--- src/bsfn_pkg.sv ---
`timescale 1ns / 1ps

package bsfn_pkg;

  localparam int unsigned SIZE_W = 11;
  localparam int unsigned WORD_W = 32;
  localparam int unsigned FUNC_W = 3;
  localparam int unsigned WIDX_W = 5;
  localparam int unsigned WADDR_W = 6;
  localparam int unsigned BIT_W = 5;

  localparam logic [SIZE_W-1:0] SIZE_RESET = 11'd1024;
  localparam logic [WORD_W-1:0] ALL_ONES = '1;
  localparam logic [WORD_W-1:0] ONE_BIT = 32'd1;
  localparam logic [SIZE_W-1:0] WORD_BITS = 11'd32;

  typedef enum logic [FUNC_W-1:0] {
    FN_CLEAR = 3'd0,
    FN_TEST  = 3'd1,
    FN_WRITE = 3'd2,
    FN_UNION = 3'd3,
    FN_DIFF  = 3'd4,
    FN_FIND  = 3'd5
  } func_t;

  typedef enum logic [2:0] {
    ST_IDLE,
    ST_FETCH,
    ST_EXEC,
    ST_SCAN,
    ST_OUT
  } state_t;

  typedef struct packed {
    logic load;
    logic clear_all;
    logic scan;
    logic write_back;
    logic finish;
  } dp_cmd_t;

  typedef struct packed {
    logic [FUNC_W-1:0] func;
    logic start_past;
    logic scan_done;
  } dp_sts_t;

  function automatic logic [BIT_W-1:0] lowest_set(input logic [WORD_W-1:0] v);
    logic [BIT_W-1:0] r;
    r = '0;
    for (int i = WORD_W - 1; i >= 0; i--) begin
      if (v[i]) begin
        r = BIT_W'(i);
      end
    end
    return r;
  endfunction

endpackage

--- src/bsfn_dp.sv ---
`timescale 1ns / 1ps

module bsfn_dp #(
  parameter int NBITS = 1024
) (
  input  logic                          clk,
  input  logic                          rst_n,
  input  logic [bsfn_pkg::FUNC_W-1:0]   in_func,
  input  logic [bsfn_pkg::SIZE_W-1:0]   in_bit_index,
  input  logic                          in_bit_value,
  input  logic [bsfn_pkg::WIDX_W-1:0]   in_word_index,
  input  logic [bsfn_pkg::WORD_W-1:0]   in_word_data,
  input  logic                          cfg_we,
  input  logic [bsfn_pkg::SIZE_W-1:0]   cfg_data,
  input  bsfn_pkg::dp_cmd_t             cmd,
  output bsfn_pkg::dp_sts_t             sts,
  output logic                          out_bit_read,
  output logic [bsfn_pkg::SIZE_W-1:0]   out_position
);

  localparam int NWORDS = (NBITS + 31) / 32;
  // only words 0..63 can be addressed by an 11-bit bit index
  localparam int MEM_WORDS = (NWORDS < 64) ? NWORDS : 64;
  localparam int AW = (MEM_WORDS > 1) ? $clog2(MEM_WORDS) : 1;
  localparam int MEM_DEPTH = 1 << AW;
  localparam logic [31:0] NBITS_U = NBITS;
  localparam logic [31:0] NWORDS_U = NWORDS;

  logic [bsfn_pkg::FUNC_W-1:0]  func_r;
  logic [bsfn_pkg::SIZE_W-1:0]  bit_index_r;
  logic                         bit_value_r;
  logic [bsfn_pkg::WORD_W-1:0]  word_data_r;
  logic [bsfn_pkg::WADDR_W-1:0] op_addr_r;
  logic                         in_range_r;
  logic [bsfn_pkg::WADDR_W-1:0] cur_w_r;
  logic [bsfn_pkg::SIZE_W-1:0]  size_r;

  logic [bsfn_pkg::WORD_W-1:0]  mem [MEM_DEPTH];
  logic [MEM_DEPTH-1:0]         valid_r;
  logic [bsfn_pkg::WORD_W-1:0]  rdata_r;
  logic                         rvalid_r;

  logic                         bit_read_r;
  logic [bsfn_pkg::SIZE_W-1:0]  position_r;

  logic                         load_range;
  logic [bsfn_pkg::WADDR_W-1:0] raddr;
  logic [bsfn_pkg::WORD_W-1:0]  cur_word;
  logic [bsfn_pkg::WORD_W-1:0]  wdata;
  logic                         wr_en;
  logic [31:0]                  sz_wide;
  logic [bsfn_pkg::SIZE_W-1:0]  sz;
  logic [bsfn_pkg::SIZE_W-1:0]  base;
  logic [bsfn_pkg::SIZE_W-1:0]  rem;
  logic                         last;
  logic [bsfn_pkg::WORD_W-1:0]  want_bits;
  logic [bsfn_pkg::WORD_W-1:0]  lo_mask;
  logic [bsfn_pkg::WORD_W-1:0]  hi_mask;
  logic [bsfn_pkg::WORD_W-1:0]  hits;
  logic                         hit;
  logic [bsfn_pkg::SIZE_W-1:0]  scan_pos;
  logic                         start_past;
  logic                         res_bit;
  logic [bsfn_pkg::SIZE_W-1:0]  res_pos;

  // operand capture
  always_comb begin
    if (in_func == bsfn_pkg::FN_UNION || in_func == bsfn_pkg::FN_DIFF) begin
      load_range = {27'd0, in_word_index} < NWORDS_U;
    end else begin
      load_range = {21'd0, in_bit_index} < NBITS_U;
    end
  end

  always_ff @(posedge clk) begin
    if (cmd.load) begin
      func_r      <= in_func;
      bit_index_r <= in_bit_index;
      bit_value_r <= in_bit_value;
      word_data_r <= in_word_data;
      in_range_r  <= load_range;
      if (in_func == bsfn_pkg::FN_UNION || in_func == bsfn_pkg::FN_DIFF) begin
        op_addr_r <= {1'b0, in_word_index};
      end else begin
        op_addr_r <= in_bit_index[bsfn_pkg::SIZE_W-1:bsfn_pkg::BIT_W];
      end
    end
  end

  always_ff @(posedge clk) begin
    if (cmd.load) begin
      cur_w_r <= in_bit_index[bsfn_pkg::SIZE_W-1:bsfn_pkg::BIT_W];
    end else if (cmd.scan) begin
      cur_w_r <= cur_w_r + 6'd1;
    end
  end

  always_ff @(posedge clk) begin
    if (!rst_n) begin
      size_r <= bsfn_pkg::SIZE_RESET;
    end else if (cfg_we) begin
      size_r <= cfg_data;
    end
  end

  // word store
  assign raddr = cmd.scan ? (cur_w_r + 6'd1) : op_addr_r;
  assign cur_word = rvalid_r ? rdata_r : '0;

  always_comb begin
    case (func_r)
      bsfn_pkg::FN_WRITE: begin
        if (bit_value_r) begin
          wdata = cur_word | (bsfn_pkg::ONE_BIT << bit_index_r[bsfn_pkg::BIT_W-1:0]);
        end else begin
          wdata = cur_word & ~(bsfn_pkg::ONE_BIT << bit_index_r[bsfn_pkg::BIT_W-1:0]);
        end
      end
      bsfn_pkg::FN_UNION: wdata = cur_word | word_data_r;
      bsfn_pkg::FN_DIFF:  wdata = cur_word & ~word_data_r;
      default:            wdata = cur_word;
    endcase
  end

  assign wr_en = cmd.write_back && in_range_r;

  always_ff @(posedge clk) begin
    if (wr_en) begin
      mem[op_addr_r[AW-1:0]] <= wdata;
    end
    rdata_r <= mem[raddr[AW-1:0]];
  end

  always_ff @(posedge clk) begin
    if (!rst_n || cmd.clear_all) begin
      valid_r  <= '0;
      rvalid_r <= 1'b0;
    end else begin
      if (wr_en) begin
        valid_r[op_addr_r[AW-1:0]] <= 1'b1;
      end
      rvalid_r <= valid_r[raddr[AW-1:0]];
    end
  end

  // find next
  assign sz_wide = ({21'd0, size_r} > NBITS_U) ? NBITS_U : {21'd0, size_r};
  assign sz = sz_wide[bsfn_pkg::SIZE_W-1:0];
  assign start_past = bit_index_r >= sz;
  assign base = {cur_w_r, 5'd0};
  assign rem = sz - base;
  assign last = rem <= bsfn_pkg::WORD_BITS;
  assign want_bits = bit_value_r ? cur_word : ~cur_word;
  assign lo_mask = (cur_w_r == bit_index_r[bsfn_pkg::SIZE_W-1:bsfn_pkg::BIT_W]) ?
                   (bsfn_pkg::ALL_ONES << bit_index_r[bsfn_pkg::BIT_W-1:0]) :
                   bsfn_pkg::ALL_ONES;
  assign hi_mask = last ? ~(bsfn_pkg::ALL_ONES << rem[5:0]) : bsfn_pkg::ALL_ONES;
  assign hits = want_bits & lo_mask & hi_mask;
  assign hit = |hits;
  assign scan_pos = hit ? (base + {6'd0, bsfn_pkg::lowest_set(hits)}) : sz;

  // result
  assign res_bit = (func_r == bsfn_pkg::FN_TEST) && in_range_r &&
                   cur_word[bit_index_r[bsfn_pkg::BIT_W-1:0]];

  always_comb begin
    if (func_r == bsfn_pkg::FN_FIND) begin
      res_pos = start_past ? bit_index_r : scan_pos;
    end else begin
      res_pos = '0;
    end
  end

  always_ff @(posedge clk) begin
    if (cmd.finish) begin
      bit_read_r <= res_bit;
      position_r <= res_pos;
    end
  end

  assign sts.func       = func_r;
  assign sts.start_past = start_past;
  assign sts.scan_done  = hit || last;

  assign out_bit_read = bit_read_r;
  assign out_position = position_r;

endmodule

--- src/bsfn_ctrl.sv ---
`timescale 1ns / 1ps

module bsfn_ctrl (
  input  logic                clk,
  input  logic                rst_n,
  input  logic                in_valid,
  output logic                in_ready,
  output logic                out_valid,
  input  logic                out_ready,
  input  bsfn_pkg::dp_sts_t   sts,
  output bsfn_pkg::dp_cmd_t   cmd
);

  bsfn_pkg::state_t state_r;
  bsfn_pkg::state_t state_nxt;

  always_ff @(posedge clk) begin
    if (!rst_n) begin
      state_r <= bsfn_pkg::ST_IDLE;
    end else begin
      state_r <= state_nxt;
    end
  end

  // next state
  always_comb begin
    state_nxt = state_r;
    unique case (state_r)
      bsfn_pkg::ST_IDLE: begin
        if (in_valid) begin
          state_nxt = bsfn_pkg::ST_FETCH;
        end
      end
      bsfn_pkg::ST_FETCH: begin
        unique case (sts.func) inside
          bsfn_pkg::FN_TEST, bsfn_pkg::FN_WRITE,
          bsfn_pkg::FN_UNION, bsfn_pkg::FN_DIFF: state_nxt = bsfn_pkg::ST_EXEC;
          bsfn_pkg::FN_FIND: begin
            state_nxt = sts.start_past ? bsfn_pkg::ST_OUT : bsfn_pkg::ST_SCAN;
          end
          default: state_nxt = bsfn_pkg::ST_OUT;
        endcase
      end
      bsfn_pkg::ST_EXEC: state_nxt = bsfn_pkg::ST_OUT;
      bsfn_pkg::ST_SCAN: begin
        if (sts.scan_done) begin
          state_nxt = bsfn_pkg::ST_OUT;
        end
      end
      bsfn_pkg::ST_OUT: begin
        if (out_ready) begin
          state_nxt = bsfn_pkg::ST_IDLE;
        end
      end
      default: state_nxt = bsfn_pkg::ST_IDLE;
    endcase
  end

  // outputs
  always_comb begin
    cmd       = '0;
    in_ready  = 1'b0;
    out_valid = 1'b0;
    unique case (state_r)
      bsfn_pkg::ST_IDLE: begin
        in_ready = 1'b1;
        cmd.load = in_valid;
      end
      bsfn_pkg::ST_FETCH: begin
        unique case (sts.func) inside
          bsfn_pkg::FN_CLEAR: begin
            cmd.clear_all = 1'b1;
            cmd.finish    = 1'b1;
          end
          bsfn_pkg::FN_TEST, bsfn_pkg::FN_WRITE,
          bsfn_pkg::FN_UNION, bsfn_pkg::FN_DIFF: cmd.finish = 1'b0;
          bsfn_pkg::FN_FIND: cmd.finish = sts.start_past;
          default: cmd.finish = 1'b1;
        endcase
      end
      bsfn_pkg::ST_EXEC: begin
        cmd.write_back = (sts.func == bsfn_pkg::FN_WRITE) ||
                         (sts.func == bsfn_pkg::FN_UNION) ||
                         (sts.func == bsfn_pkg::FN_DIFF);
        cmd.finish     = 1'b1;
      end
      bsfn_pkg::ST_SCAN: begin
        cmd.scan   = 1'b1;
        cmd.finish = sts.scan_done;
      end
      bsfn_pkg::ST_OUT: out_valid = 1'b1;
      default: begin
        cmd = '0;
      end
    endcase
  end

  a_load_to_fetch: assert property (@(posedge clk) disable iff (!rst_n)
    in_valid && in_ready |=> state_r == bsfn_pkg::ST_FETCH)
    else $error("accepted item did not start a fetch");

  a_finish_to_out: assert property (@(posedge clk) disable iff (!rst_n)
    cmd.finish |=> out_valid)
    else $error("captured result not presented");

  a_write_once: assert property (@(posedge clk) disable iff (!rst_n)
    cmd.write_back |-> cmd.finish && !cmd.scan && !cmd.clear_all)
    else $error("write back outside its final step");

  a_scan_holds: assert property (@(posedge clk) disable iff (!rst_n)
    state_r == bsfn_pkg::ST_SCAN && !sts.scan_done |=> state_r == bsfn_pkg::ST_SCAN)
    else $error("scan left before its end");

  a_out_release: assert property (@(posedge clk) disable iff (!rst_n)
    out_valid && out_ready |=> in_ready && !out_valid)
    else $error("result taken but block not idle");

endmodule

--- src/bitset_store_find_next.sv ---
// Bit set of NBITS bits kept as 32-bit words in a single-port-read word
// memory with one valid bit per word, so reset and the clear-all operation
// take effect at once. Only the first 64 words can be reached by an 11-bit
// bit index, so at most 64 words are stored. One item is in work at a time
// and every item gives one result, held in an output register until taken.
// Clear all and unused codes give their result from the fetch step, as
// does find with a start at or beyond the size; test, write bit, union
// and difference go on to an execute step (a read, then a modify and
// write). Find next scans one word per cycle through the memory read
// port, from the start word up to the word holding the size: at most
// min(NBITS, size_in_use)/32 words rounded up, 32 at the default size.
// After the result is taken the block returns to idle, where the next
// item is accepted.
`timescale 1ns / 1ps

module bitset_store_find_next #(
  parameter int NBITS = 1024
) (
  input  logic                          clk,
  input  logic                          rst_n,
  input  logic                          in_valid,
  output logic                          in_ready,
  input  logic [bsfn_pkg::FUNC_W-1:0]   in_func,
  input  logic [bsfn_pkg::SIZE_W-1:0]   in_bit_index,
  input  logic                          in_bit_value,
  input  logic [bsfn_pkg::WIDX_W-1:0]   in_word_index,
  input  logic [bsfn_pkg::WORD_W-1:0]   in_word_data,
  output logic                          out_valid,
  input  logic                          out_ready,
  output logic                          out_bit_read,
  output logic [bsfn_pkg::SIZE_W-1:0]   out_position,
  input  logic                          cfg_valid,
  output logic                          cfg_ready,
  input  logic [bsfn_pkg::SIZE_W-1:0]   cfg_data
);

  bsfn_pkg::dp_cmd_t cmd;
  bsfn_pkg::dp_sts_t sts;

  assign cfg_ready = 1'b1;

  bsfn_ctrl u_ctrl (
    .clk       (clk),
    .rst_n     (rst_n),
    .in_valid  (in_valid),
    .in_ready  (in_ready),
    .out_valid (out_valid),
    .out_ready (out_ready),
    .sts       (sts),
    .cmd       (cmd)
  );

  bsfn_dp #(
    .NBITS (NBITS)
  ) u_dp (
    .clk           (clk),
    .rst_n         (rst_n),
    .in_func       (in_func),
    .in_bit_index  (in_bit_index),
    .in_bit_value  (in_bit_value),
    .in_word_index (in_word_index),
    .in_word_data  (in_word_data),
    .cfg_we        (cfg_valid && cfg_ready),
    .cfg_data      (cfg_data),
    .cmd           (cmd),
    .sts           (sts),
    .out_bit_read  (out_bit_read),
    .out_position  (out_position)
  );

endmodule
--- config.mk ---
export PLATFORM = sky130hd
export DESIGN_NAME = bitset_store_find_next
export DESIGN_NICKNAME = d
export VERILOG_FILES = /design/src/bsfn_pkg.sv /design/src/bsfn_dp.sv /design/src/bsfn_ctrl.sv /design/src/bitset_store_find_next.sv
export SDC_FILE = /design/constraint.sdc
export NUM_CORES = 2
export LEC_CHECK = 0
export CAP_MARGIN = 5
export CORE_MARGIN = 2
export CORE_UTILIZATION = 30
export DETAILED_ROUTE_END_ITERATION = 8
export DONT_BUFFER_PORTS = 1
export PLACE_DENSITY = 0.49
export SYNTH_ARGS = -nofsm -noshare
export SYNTH_HDL_FRONTEND = slang
export SYNTH_SLANG_ARGS = --single-unit
--- constraint.sdc ---
create_clock -name clk -period 5 [get_ports clk]
set_input_delay 0 -clock clk [delete_from_list [all_inputs] [get_ports clk]]
set_output_delay 0 -clock clk [all_outputs]
set_load 0.01 [all_outputs]
==> metrics.cfg <==
[critical_path]
startpoint=u_dp.size_r[10]
end_kind=register
crit_path_start_kind=register
required_ns=5.64
r2r-start=u_dp.size_r[10]
cp_max_fo=13
r2r_slack_ns=0.69
cp.arrival_ns=4.95
critical_path_class=register to register

[synth]
synth-simple-area-share_pct=4.29
synth.most_common_cell=edfxtp_1
postSynthCellCount=2776
async_reset_ff_share_pct=0
synth_common_cells=edfxtp_1 (1,095), mux4_2 (272), nor2_1 (149)
synth_top_family_by_area=multiplexers
synth.avg_cell_area_um2=17.5
synth_mux_area_share_pct=15.8
synth_fa_ha_area_share_pct=0.478
synth_top_area_share_pct=67.6
ys_seq_elements=1174
synth-warning-count=0
synth_edf_count=1095
synth_cell_type_count=77
synth-xor-area-share_pct=0.792
synth_top_area_cell=edfxtp_1
synth_fp_nets=2862
synth_ff_type=edfxtp_1
ys_top_cells_by_area=edfxtp_1 (68%), mux4_2 (13%), dfxtp_1 (3.3%), mux2i_1 (1.6%), mux2_2 (1.5%)
ys_seq_area_share_pct=70.9
synth_compound_gate_area_share_pct=6.26
syn_area_um2=48600

[timing]
drv_slew=0
layout_min_cycle_time_ns=4.31
fmaxAchievable_ghz=0.232
tns_ns=0
setup_slack_ns=0.692
rsz0062_at_grt=false
hold_viol=0
finClkSkew_ns=0.0440
worst_pin_slew_ns=1.34
slew_headroom_pct=9.74
fin_hold_ws_ns=0.0678
period_share_pct=86.2
setup_violations=0

[floorplan]
die_w_um=407
die_h_um=407
initial_core_util_pct=30.3
io_pins=83
rows=147
dieArea_um2=165000
core-area_um2=161000

[pwr]
power.density_nw_per_um2=383
p_leak_nw=18.3
irDropWorstVdd_v=0.000315
design_power_total_mw=22.0

[placed_design]
numPlacedInstances=4906
gp_congestion=0.906
hpwl_um=84900
placed_area_um2=52700
io_buffers=0
dp_worst_setup_slack_ns=0.716

[global_routing]
grt_antenna_before_repair=4
grt_start_max_net_pins=62
grt_most_used_layer=met2
globalRouteMet3Util_pct=2.14
grt_pass1_vias=27200
grt_pass1_wl_um=202000
met1_usage_pct=23.5
globalRouteOverflowTotal=0
grt_usage_pct=17.0
grtUsageMet2_pct=28.0

[cts]
clkSlewWorstSetupHoldPaths_ns=0.07
cts_buffers=114
root_buffer=clkbuf_16
cts-resized-gates=0
clock_latency_ns=0.76
htreeDepth=3
cts_max_path_buffers=3
tritoncts=built
cts_sinks=1174

[detailed_routing]
wl_um=141000
drtAntennaViolNets=0
routedWlPerCell_um=26.9
drc=0
viasPerCell=5.11
drt-initial-drc-count=2502
routed-via-count=26800
drt_pass1_iterations=5

[cells_and_area]
finalNetCount=3074
final_cell_count_no_fill=5248
final_core_util_pct=35.8
area_delta_synth_final_pct=18.3
final_area_um2=57500
drive_gt1_share_pct=23.4
fillers=15100

[run_status]
status=completed

[min_path]
min_from=in_bit_index[8]
hp-class=input pin to register

[flow_run]
drv_cap=0

[routing by layer]
| metal | up-vias | routed length [µm] |
|---|---|---|
| li1 | 11600 | - |
| met1 | 14300 | 63100 |
| met2 | 712 | 68400 |
| met3 | 158 | 6600 |
| met4 | 0 | 3120 |
| met5 | - | 0 |
[layout make-up]
cell class | count | area [µm²] | share of cell area (%)
multi-input cells | 1406 | 13900 | 24.1
repair buffers | 264 | 2860 | 4.97
clock buffers | 140 | 3000 | 5.22
diodes | 2 | 5.00 | 0.00870
well taps | 2160 | 2700 | 4.70
inverters | 28 | 105 | 0.183
flip-flops and latches | 1174 | 34500 | 59.9
clock inverters | 74 | 548 | 0.952
[power by group]
group | switching (mW) | total [mW] | internal (mW)
combinational | 1.53 | 2.54 | 1.01
sequential | 0.180 | 11.2 | 11.0
clock | 3.80 | 8.29 | 4.48
[final timing paths]
| check | cells past startpoint | to |
|---|---|---|
| max | 16 | u_ctrl.state_r[2] |
| min | 1 | u_dp.bit_index_r[8] |
| max reg2reg | 16 | u_ctrl.state_r[2] |
| min reg2reg | 1 | u_dp.valid_r[12] |
[sequential cells by signal, indices dropped and copies added (netlist names)]
register	count
u_dp.word_data_r	32
u_ctrl.state_r	3
u_dp.in_range_r	1
u_dp.out_bit_read	1
u_dp.op_addr_r	5
u_dp.rvalid_r	1
u_dp.bit_value_r	1
u_dp.func_r	3
u_dp.out_position	11
u_dp.cur_w_r	6
u_dp.bit_index_r	11
u_dp.valid_r	32
u_dp.mem	1024
u_dp.rdata_r	32
u_dp.size_r	11
[timing repair]
| action | in CTS | in global routing |
|---|---|---|
| hold buffers | 126 | 0 |
| endpoints found under the hold margin | 106 | 0 |
| buffers inserted | 0 | 0 |
[cell usage in the layout (no fill, tap or decap), drive strengths merged, types with 9 or more instances in the layout]
| master | instances |
|---|---|
| and2 | 11 |
| inv | 33 |
| edfxtp | 1095 |
| mux4 | 272 |
| nand2b | 9 |
| o31ai | 17 |
| o211ai | 37 |
| a21oi | 144 |
| ha | 17 |
| buf | 138 |
| dlygate4sd3 | 126 |
| a22oi | 18 |
| nor2 | 149 |
| dfxtp | 79 |
| a31oi | 34 |
| nand2 | 140 |
| mux2 | 65 |
| xnor2 | 25 |
| nand3 | 17 |
| nor2b | 53 |
| nor3 | 25 |
| o21a | 39 |
| o21ai | 111 |
| clkinv | 58 |
| mux2i | 79 |
| xor2 | 19 |
| clkbuf | 140 |
[cell families after synthesis]
| family | count (synthesis) |
|---|---|
| AND/OR/NAND/NOR | 445 |
| other | 1 |
| multiplexers | 416 |
| AO/OA/AOI/OAI | 482 |
| XOR/XNOR | 44 |
| buffers and inverters | 196 |
| flip-flops | 1174 |
| adder cells (fa/ha/maj) | 18 |
[worst max-delay path, stage by stage, from the launching register on]
cell and delay [ns]:
dfxtp_1 0.33, inv_1 0.06, buf_4 0.19, nand2_1 0.13, inv_1 0.09, fa_1 0.40
xor2_1 0.16, nor2_1 0.30, o2111ai_4 0.28, or2_0 0.49, a221o_1 0.48, nor4b_4 0.38
nand4_4 0.17, o31ai_2 0.23, a21oi_1 0.10, buf_4 0.22, o21a_1 0.19
(Power assumes the default switching activity.)
